`src/rtl/sfet_pkg.sv`:
```
// shared types and constants for the sensor frame event trigger
// used by the channel interfaces and the top level
package sfet_pkg;

	localparam int unsigned ByteW    = 8;
	localparam int unsigned SetW     = 32;
	localparam int unsigned MidW     = 10;
	localparam int unsigned ThrW     = 32;
	localparam int unsigned PosW     = 30;
	localparam int unsigned ErrW     = 33;
	localparam int unsigned CfgDataW = 32;
	localparam int unsigned WinDepth = 3;
	localparam int unsigned FillW    = 2;

	localparam logic [ByteW-1:0] StartByte = 8'hFF;
	localparam logic signed [PosW-1:0] PosCoef = 30'sd4260;

	typedef enum logic [1:0] {
		ST_GOOD      = 2'd0,
		ST_BAD_START = 2'd1,
		ST_BAD_SUM   = 2'd2
	} status_t;

	typedef enum logic {
		REG_MIDDLE = 1'b0,
		REG_THRESH = 1'b1
	} cfg_reg_t;

endpackage

```
`src/rtl/sfet_in_if.sv`:
```
// input channel of the sensor frame event trigger: one received byte per item
// depends on sfet_pkg
interface sfet_in_if;
	import sfet_pkg::*;

	logic                   valid;
	logic                   ready;
	logic [ByteW-1:0]       rx_byte;
	logic signed [SetW-1:0] setpoint;
	logic                   event_taken;

	modport source (output valid, output rx_byte, output setpoint, output event_taken,
		input ready);
	modport sink (input valid, input rx_byte, input setpoint, input event_taken,
		output ready);
endinterface

```
`src/rtl/sfet_out_if.sv`:
```
// result channel of the sensor frame event trigger: one checked frame per item
// depends on sfet_pkg
interface sfet_out_if;
	import sfet_pkg::*;

	logic                   valid;
	logic                   ready;
	status_t                status;
	logic signed [PosW-1:0] position;
	logic signed [ErrW-1:0] tracking_error;
	logic                   feedback_update;
	logic                   wake;

	modport source (output valid, output status, output position, output tracking_error,
		output feedback_update, output wake, input ready);
	modport sink (input valid, input status, input position, input tracking_error,
		input feedback_update, input wake, output ready);
endinterface

```
`src/rtl/sensor_frame_event_trigger.sv`:
```
// sensor frame deframer with angle, tracking error and event trigger
// depends on sfet_pkg, sfet_in_if, sfet_out_if
//
// channel   dir  fields
// din       in   rx_byte, setpoint, event_taken
// dout      out  status, position, tracking_error, feedback_update, wake
// cfg       in   cfg_wr_en, cfg_index, cfg_data (0 mid_raw, 1 event_threshold)
//
// one item per cycle sustained unless a result is stalled on dout; a taken byte passes through
// the input register, then frame check, multiply by constant and compare into result register
// the first three bytes after reset or after a good frame give no result
// arst_n clears window, fill count, pending event and valids; registers reset to defaults
// a stalled result holds dout; din keeps taking items while the input stage can drain
module sensor_frame_event_trigger (
	input  logic                               clk,
	input  logic                               arst_n,
	input  logic                               cfg_wr_en,
	input  sfet_pkg::cfg_reg_t                 cfg_index,
	input  logic [sfet_pkg::CfgDataW-1:0]      cfg_data,
	sfet_in_if.sink                            din,
	sfet_out_if.source                         dout
);
	import sfet_pkg::*;

	// input stage
	logic                   v_s1;
	logic [ByteW-1:0]       byte_s1;
	logic signed [SetW-1:0] sp_s1;
	logic                   taken_s1;

	// state and configuration
	logic [ByteW-1:0] win_q [WinDepth];
	logic [FillW-1:0] fill_q;
	logic             pend_q;
	logic [MidW-1:0]  mid_q;
	logic [ThrW-1:0]  thr_q;

	// result register
	logic                   out_vld_q;
	status_t                st_q;
	logic signed [PosW-1:0] pos_q;
	logic signed [ErrW-1:0] err_q;
	logic                   fb_q;
	logic                   wk_q;

	logic                   full_c;
	logic                   pend_eff_c;
	logic [ByteW-1:0]       sum_c;
	logic [2*ByteW-1:0]     raw_c;
	logic signed [2*ByteW:0] diff_c;
	logic signed [PosW-1:0] pos_c;
	logic signed [ErrW-1:0] err_c;
	logic [ErrW-1:0]        mag_c;
	logic                   hit_c;
	status_t                st_c;
	logic                   fb_c;
	logic                   wk_c;
	logic                   out_free_c;
	logic                   adv_c;
	logic                   load_c;

	always_comb begin
		full_c     = (fill_q == FillW'(WinDepth));
		pend_eff_c = pend_q & ~taken_s1;
		sum_c      = win_q[1] + win_q[2];
		raw_c      = {win_q[1], win_q[2]};
		diff_c     = $signed({1'b0, raw_c}) - $signed({{(2*ByteW+1-MidW){1'b0}}, mid_q});
		pos_c      = PosW'(diff_c) * PosCoef;
		err_c      = ErrW'(sp_s1) - ErrW'(pos_c);
		mag_c      = err_c[ErrW-1] ? ErrW'(-err_c) : ErrW'(err_c);
		hit_c      = (mag_c >= {{(ErrW-ThrW){1'b0}}, thr_q});
		if (win_q[0] != StartByte) begin
			st_c = ST_BAD_START;
		end else if (sum_c != byte_s1) begin
			st_c = ST_BAD_SUM;
		end else begin
			st_c = ST_GOOD;
		end
		fb_c       = (st_c == ST_GOOD) & hit_c;
		wk_c       = fb_c & ~pend_eff_c;
		out_free_c = ~out_vld_q | dout.ready;
		adv_c      = v_s1 & (~full_c | out_free_c);
		load_c     = adv_c & full_c;
	end

	assign din.ready = ~v_s1 | adv_c;

	always_ff @(posedge clk or negedge arst_n) begin
		if (!arst_n) begin
			v_s1 <= 1'b0;
		end else if (din.ready) begin
			v_s1 <= din.valid;
		end
	end

	always_ff @(posedge clk) begin
		if (din.valid && din.ready) begin
			byte_s1  <= din.rx_byte;
			sp_s1    <= din.setpoint;
			taken_s1 <= din.event_taken;
		end
	end

	always_ff @(posedge clk or negedge arst_n) begin
		if (!arst_n) begin
			mid_q <= MidW'(512);
			thr_q <= '0;
		end else if (cfg_wr_en) begin
			case (cfg_index)
				REG_MIDDLE: mid_q <= cfg_data[MidW-1:0];
				REG_THRESH: thr_q <= cfg_data[ThrW-1:0];
				default: ;
			endcase
		end
	end

	always_ff @(posedge clk or negedge arst_n) begin
		if (!arst_n) begin
			win_q[0] <= '0;
			win_q[1] <= '0;
			win_q[2] <= '0;
			fill_q   <= '0;
			pend_q   <= 1'b0;
		end else if (adv_c) begin
			pend_q <= pend_eff_c | (full_c & wk_c);
			if (!full_c) begin
				win_q[fill_q] <= byte_s1;
				fill_q        <= fill_q + FillW'(1);
			end else if (st_c == ST_GOOD) begin
				win_q[0] <= '0;
				win_q[1] <= '0;
				win_q[2] <= '0;
				fill_q   <= '0;
			end else begin
				win_q[0] <= win_q[1];
				win_q[1] <= win_q[2];
				win_q[2] <= byte_s1;
			end
		end
	end

	always_ff @(posedge clk or negedge arst_n) begin
		if (!arst_n) begin
			out_vld_q <= 1'b0;
		end else if (load_c) begin
			out_vld_q <= 1'b1;
		end else if (dout.ready) begin
			out_vld_q <= 1'b0;
		end
	end

	always_ff @(posedge clk) begin
		if (load_c) begin
			st_q <= st_c;
			fb_q <= fb_c;
			wk_q <= wk_c;
			if (st_c == ST_GOOD) begin
				pos_q <= pos_c;
				err_q <= err_c;
			end else begin
				pos_q <= '0;
				err_q <= '0;
			end
		end
	end

	assign dout.valid           = out_vld_q;
	assign dout.status          = st_q;
	assign dout.position        = pos_q;
	assign dout.tracking_error  = err_q;
	assign dout.feedback_update = fb_q;
	assign dout.wake            = wk_q;

	// a wake always leaves an event pending behind it
	a_wake_sets_pending: assert property (@(posedge clk) disable iff (!arst_n)
		load_c && wk_c |=> pend_q)
		else $error("event not pending after wake");

	// pending only rises through a wake
	a_pending_from_wake: assert property (@(posedge clk) disable iff (!arst_n)
		$rose(pend_q) |-> $past(load_c && wk_c))
		else $error("event pending raised without wake");

	// a good frame empties the window
	a_good_empties: assert property (@(posedge clk) disable iff (!arst_n)
		load_c && st_c == ST_GOOD |=> fill_q == '0)
		else $error("window not emptied after good frame");

	// failed frames carry no angle and raise nothing
	a_bad_zero: assert property (@(posedge clk) disable iff (!arst_n)
		out_vld_q && st_q != ST_GOOD |-> pos_q == '0 && err_q == '0 && !fb_q && !wk_q)
		else $error("failed frame with nonzero payload");

endmodule
```
`src/flat_wrapper.sv`:
```
// flat-port wrapper written by rule: the top's interface ports become plain ports
module sensor_frame_event_trigger_flat import sfet_pkg::*;
  (clk, arst_n, cfg_wr_en, cfg_index, cfg_data, din_valid, din_rx_byte, din_setpoint, din_event_taken, din_ready, dout_valid, dout_status, dout_position, dout_tracking_error, dout_feedback_update, dout_wake, dout_ready);
  sfet_in_if din_i ();
  sfet_out_if dout_i ();
  input  logic clk;
  input  logic arst_n;
  input  logic cfg_wr_en;
  input  sfet_pkg::cfg_reg_t cfg_index;
  input  logic [sfet_pkg::CfgDataW-1:0] cfg_data;
  input wire logic [$bits(din_i.valid)-1:0] din_valid;
  input wire logic [$bits(din_i.rx_byte)-1:0] din_rx_byte;
  input wire logic [$bits(din_i.setpoint)-1:0] din_setpoint;
  input wire logic [$bits(din_i.event_taken)-1:0] din_event_taken;
  output wire logic [$bits(din_i.ready)-1:0] din_ready;
  output wire logic [$bits(dout_i.valid)-1:0] dout_valid;
  output wire logic [$bits(dout_i.status)-1:0] dout_status;
  output wire logic [$bits(dout_i.position)-1:0] dout_position;
  output wire logic [$bits(dout_i.tracking_error)-1:0] dout_tracking_error;
  output wire logic [$bits(dout_i.feedback_update)-1:0] dout_feedback_update;
  output wire logic [$bits(dout_i.wake)-1:0] dout_wake;
  input wire logic [$bits(dout_i.ready)-1:0] dout_ready;
  assign din_i.valid = din_valid;
  assign din_i.rx_byte = din_rx_byte;
  assign din_i.setpoint = din_setpoint;
  assign din_i.event_taken = din_event_taken;
  assign din_ready = din_i.ready;
  assign dout_valid = dout_i.valid;
  assign dout_status = dout_i.status;
  assign dout_position = dout_i.position;
  assign dout_tracking_error = dout_i.tracking_error;
  assign dout_feedback_update = dout_i.feedback_update;
  assign dout_wake = dout_i.wake;
  assign dout_i.ready = dout_ready;
  sensor_frame_event_trigger u_core (.clk(clk), .arst_n(arst_n), .cfg_wr_en(cfg_wr_en), .cfg_index(cfg_index), .cfg_data(cfg_data), .din(din_i), .dout(dout_i));
endmodule
```
`config.mk`:
```
export PLATFORM = sky130hd
export DESIGN_NAME = sensor_frame_event_trigger_flat
export DESIGN_NICKNAME = d
export VERILOG_FILES = /design/src/rtl/sfet_pkg.sv /design/src/rtl/sfet_in_if.sv /design/src/rtl/sfet_out_if.sv /design/src/rtl/sensor_frame_event_trigger.sv /design/src/flat_wrapper.sv
export SDC_FILE = /design/constraint.sdc
export NUM_CORES = 1
export LEC_CHECK = 0
export ABC_AREA = 1
export BUFFER_PORTS_ARGS = -buffer_cell sky130_fd_sc_hd__buf_2
export CORE_AREA = 2 2 182 184
export DETAILED_ROUTE_END_ITERATION = 12
export DIE_AREA = 0 0 184 186
export HOLD_SLACK_MARGIN = 0.05
export PLACE_DENSITY = 0.72
export SYNTH_ARGS = -nofsm -noshare
export SYNTH_HDL_FRONTEND = slang
export SYNTH_SLANG_ARGS = --single-unit
```
`constraint.sdc`:
```
create_clock -name clk -period 14.4 [get_ports clk]
set_clock_uncertainty 0.1 [all_clocks]
set_input_delay 0 -clock clk [delete_from_list [all_inputs] [get_ports clk]]
set_output_delay 0 -clock clk [all_outputs]
set_load 0.005 [all_outputs]
```
==> results of run 1 <==
## cell usage after synthesis (all sizes together) (2+ instances only)
master,n
dfrtp,70
nor3,16
nor2,173
fa,30
buf,6
nand2,429
o21a,2
a31oi,2
xor2,60
edfxtp,106
inv,354
o31ai,2
ha,171
xnor2,22
nand3,107
nand3b,9
a21o,5
or2,4
nor4,4
o21ai,52
o21bai,7
a22oi,17
a21oi,114
clkbuf,18
o211ai,3
and2,5
nand4,22
## what timing repair did
action	CTS	global route
endpoints found under the hold margin	155	0
hold buffers	78	0
buffers inserted	0	0
## cell families (layout without fill, tap and decap cells)
family / count (synthesis) / in the layout / share of synthesized area [%]
and+or+nand+nor: 770 / 770 / 23.3
buffers and inverters: 379 / 614 / 10.0
AOI/OAI and AO/OA: 208 / 208 / 8.05
adders and majority gates: 201 / 201 / 19.1
DFF: 177 / 177 / 34.5
xor gates and xnor gates: 82 / 82 / 5.05
other: 1 / 2 / 0.0261
## per-stage QoR
stage | cell area [µm²] | hold slack, ns | worst slack [ns] | instances
detailed placement | 15500 | 0.0781 | 3.08 | 2352
global route | 16900 | 0.152 | 1.98 | 2462
floorplan | 14400 | -0.396 | 5.25 | 1819
global placement | 15500 | 0.0769 | 3.38 | 2352
finish | 16900 | 0.137 | 2.94 | 2462
CTS | 16900 | 0.130 | 3.05 | 2462
## state kept, by name, summed over array words and instances (netlist names), 2 cells and up
| name | cells |
|---|---|
| u_core.win_q | 8 |
| u_core.dout.tracking_error | 33 |
| u_core.sp_s1 | 32 |
| u_core.dout.position | 28 |
| u_core.mid_q | 10 |
| u_core.thr_q | 32 |
| u_core.dout.status | 2 |
| u_core.fill_q | 2 |
| u_core.byte_s1 | 8 |
| u_core.raw_c | 16 |
## area by class of cell
type | instances | area share (%)
clock inverters | 13 | 0.813
inverters | 355 | 7.87
multi-input cells | 1263 | 47.2
repair buffers | 227 | 9.08
flip-flops and latches | 177 | 29.3
well taps | 408 | 3.02
clock buffers | 19 | 2.74
## critical path, delay by kind of cell (launching register included)
kind	cells	cell delay, ns
XOR/XNOR	2	0.67
flip-flops	1	0.38
adder cells (fa/ha/maj)	10	3.76
AND/OR/NAND/NOR	18	2.35
AO/OA/AOI/OAI	15	2.83
buffers and inverters	9	1.09
## routing by layer
layer	global-route usage (%)	vias to the layer above	wire length, µm	part of all wire, %
li1	-	6271	-	-
met1	29.4	5822	17200	45
met2	39.0	342	18000	47
met3	3.76	50	2150	5.6
met4	6.78	0	815	2.1
met5	0	-	0	0
## worst min path at each step
stage,endpoint,slack [ns],depth (start not counted)
6_report,u_core.mid_q[9],0.14,4
5_1_grt,u_core.byte_s1[0],0.15,2
4_1_cts,u_core.mid_q[9],0.13,4
3_5_place_dp,u_core.byte_s1[5],0.08,1
3_3_place_gp,u_core.byte_s1[1],0.08,1
2_1_floorplan,u_core.dout.valid,-0.40,0
==> qor.yml, run 1 <==
status: "finished, final reports clean"
initial_utilization_pct: 44.6
num-nets-final: 2321
multi_input_area_mm2: 0.00798
synth_cell_type_count: 48
htreeDepth: 4
overflow: 0
fill_cells: 3079
clock_latency_ns: 0.45
drtIter0Drc: 740
critical_path_class: "reg2reg"
clock-sinks: 177
final_layout_size_suffix_gt1_share_pct: 12.1
tns_ns: 0
grt_pass1_vias: 12100
rrSetupSlack_ns: 2.94
required_ns: 14.49
post_drt_via_cell_ratio: 5.07
drc: 0
track_usage_pct: 22.7
yosysTopAreaCellShare_pct: 22.2
root_buffer: "clkbuf_16"
ys_seq_elements: 177
hold_class: "in2reg"
drv_cap: 0
max_freq_ghz: 0.0873
antenna_cells: 0
synthArstFlopShare_pct: 40.1
slew_violations: 0
mostFrequentLayoutCells: "nand2_1 (406), inv_1 (347), ha_1 (171), nor2_1 (157), buf_2 (145)"
tightest_slew_ns: 1.19
clockBufferDepth: 2
syn_area_mm2: 0.0144
wirelength_um: 38200
routedWlPerCell_um: 15.5
hp-start: "cfg_wr_en"
startpoint: "u_core.raw_c[0]"
core_area_mm2: 0.0322
arrival_ns: 11.55
cts.reportedPaths.clkPinSlew_ns: 0.08
synth_edf_count: 106
die_h_um: 186
antenna_found_initial: 0
r2r_end: "u_core.dout.feedback_update"
grt_pass1_wl_um: 60700
rsz0062_at_grt: "false"
r2r-start: "u_core.raw_c[0]"
crit_path_end_kind: "flip-flop"
cts_buffers: 17
cts.repair.resized: 0
grt_max_degree: 72
synth_top_flop_cell: "edfxtp_1"
slowest_stage: "fa_1"
startpoint_type: "flip-flop"
die_x_um: 184
place_hpwl_um: 30000
hold_violations: 0
r2r_cells: 54
crit_path_frequent_cell: "nand2_1"
seqCellArea_mm2: 0.00496
maxSlewHeadroom_pct: 20.3
first_pass_iters: 5
io_pins: 148
worstSetupEndpoint: "u_core.dout.feedback_update"
yosysWarnings: 0
avgSynthCellArea_um2: 7.90
crit_path_max_incr_delay_ns: 0.54
core.rowCount: 66
fin_util_pct: 52.5
ant_nets: 0
layout_min_cycle_time_ns: 11.46
final_common_cell: "nand2_1"
synth.area.top_cells: "edfxtp_1 (22%), ha_1 (15%), dfrtp_1 (12%)"
netlist_instances: 1818
critPathMaxFanout: 21
setup_viol: 0
dieArea_mm2: 0.0342
fin_crit_sh_pct: 79.6
num_vias: 12500
cts_tree: "done"
synth_seq_area_share_pct: 34.5
synth_area_leader_cell: "edfxtp_1"
gp_congestion: 0.968
port_buffers: 145
synthToLayoutAreaGrowth_pct: 17.8
Power of run 1 is not shown: default switching activity piles up to over one toggle a cycle in this logic, so the estimate is an artifact.
==> inputs of run 2 (changes only) <==
==> constraint.sdc (replaced) <==
create_clock -name clk -period 11.4 [get_ports clk]
set_clock_uncertainty 0.1 [all_clocks]
set_input_delay 0 -clock clk [delete_from_list [all_inputs] [get_ports clk]]
set_output_delay 0 -clock clk [all_outputs]
set_load 0.005 [all_outputs]
==> qor.yml, run 2 (same netlist as run 1, synthesis figures left out) <==
tightest_slew_ns: 1.20  # +0.0158 ns
cts.reportedPaths.clkPinSlew_ns: 0.07  # about the same
required_ns: 11.50  # -2.99 ns
htreeDepth: 4  # unchanged
final_layout_size_suffix_gt1_share_pct: 12.2  # +0.037 points
fin_util_pct: 52.5  # -0.082 points
crit_path_max_incr_delay_ns: 0.55  # about the same
worst-path-stages: 57  # +5.6%
clock-sinks: 177  # unchanged
critPathMaxFanout: 13  # -38%
track_usage_pct: 22.7  # about the same
place_hpwl_um: 30300  # +0.86%
routedWlPerCell_um: 15.5  # +0.11%
antenna_found_initial: 0  # unchanged
whs_ns: 0.155  # +0.0188 ns
drc: 0  # unchanged
grt_pass1_vias: 12300  # +0.96%
die_h_um: 186  # unchanged
slew_violations: 0  # unchanged
grt_pass1_wl_um: 61200  # +0.81%
arrival_ns: 10.58  # -0.97 ns
root_buffer: "clkbuf_16"
path_delay_family: "adder cells"
startpoint_type: "flip-flop"
largest_reg_flops: 33  # unchanged
wirelength_um: 38300  # +0.19%
status: "finished, final reports clean"
initial_utilization_pct: 44.6  # unchanged
core.rowCount: 66  # unchanged
drtIter0Drc: 767  # +3.6%
first_pass_iters: 6  # +1
drv_cap: 0  # unchanged
max_freq_ghz: 0.0954  # +9.3%
post_drt_via_cell_ratio: 5.08  # +0.21%
cts_buffers: 17  # unchanged
port_buffers: 145  # unchanged
clock_latency_ns: 0.45  # about the same
postCtsSetupBuffers: 0  # unchanged
path_buf_inv: 12  # +3
io_pins: 148  # unchanged
hold_violations: 0  # unchanged
min_delay_path_depth: 4  # unchanged
r2r_cells: 57  # +5.6%
slowest_stage: "fa_1"
antenna_cells: 0  # unchanged
crit_path_frequent_cell: "nand2_1"
crit_path_end_kind: "flip-flop"
num-nets-final: 2323  # +0.086%
ant_nets: 0  # unchanged
mostFrequentLayoutCells: "nand2_1 (405), inv_1 (347), ha_1 (171), nor2_1 (157), buf_2 (145)"
cts_tree: "done"
grt_max_degree: 72  # unchanged
die_x_um: 184  # unchanged
synthToLayoutAreaGrowth_pct: 17.6
critical_path_class: "reg2reg"
layout_min_cycle_time_ns: 10.48  # -0.972 ns
fin_crit_sh_pct: 92.0  # +12 points
hold_class: "in2reg"
clockBufferDepth: 2  # unchanged
final_common_cell: "nand2_1"
gp_congestion: 0.950  # -1.9%
setup_viol: 0  # unchanged
overflow: 0  # unchanged
num_vias: 12500  # +0.29%
maxSlewHeadroom_pct: 19.3  # -1.1 points
dieArea_mm2: 0.0342  # unchanged
core_area_mm2: 0.0322  # unchanged
## run 2: layout make-up
| type | instances | area (µm²) |
|---|---|---|
| clock buffer | 20 | 437 |
| clock inverter | 12 | 111 |
| fill | 3033 | 15300 |
| inverter | 355 | 1340 |
| multi-input combinational | 1263 | 7990 |
| sequential | 177 | 4960 |
| tap | 408 | 510 |
| timing repair buffer | 229 | 1550 |
## run 2: worst paths after layout
kind	to	slack [ns]	start
setup / recovery	u_core.dout.wake	0.92	u_core.raw_c[0]
hold / removal	u_core.mid_q[9]	0.16	cfg_wr_en
setup reg to reg	u_core.dout.wake	0.92	u_core.raw_c[0]
hold reg to reg	u_core.mid_q[2]	0.39	u_core.mid_q[2]
max in group asynchronous	u_core.thr_q[30]	10.39	arst_n
min in group asynchronous	u_core.mid_q[5]	0.20	arst_n
## run 2: per-stage QoR
stage          instances    TNS [ns]  setup WS (ns)  cell area (µm²)
2_1_floorplan       1819           0           2.25            14400
3_3_place_gp        2354           0           1.04            15600
3_5_place_dp        2354           0          0.746            15600
4_1_cts             2464           0          0.710            16900
5_1_grt             2464  -0.0000560     -0.0000560            16900
6_report            2464           0          0.917            16900
## run 2: per-layer routing
layer / vias to the layer above / wire, µm / global-route usage (%)
li1: 6274 / - / -
met4: 0 / 835 / 7.04
met2: 347 / 17800 / 38.1
met5: - / 0 / 0
met3: 48 / 1890 / 3.91
met1: 5852 / 17700 / 30.0
## run 2: what timing repair did
action,CTS,global route
hold buffers,78,0
gates resized for setup,0,3
endpoints found under the hold margin,155,0
endpoints found under the setup margin,0,3
## run 2: worst min-delay path: cells and delay by family
family | cells | cell delay, ns
simple gates | 2 | 0.52
buf+inv | 1 | 0.10
compound gates | 1 | 0.07
Power of run 2 is left out for the same reason.
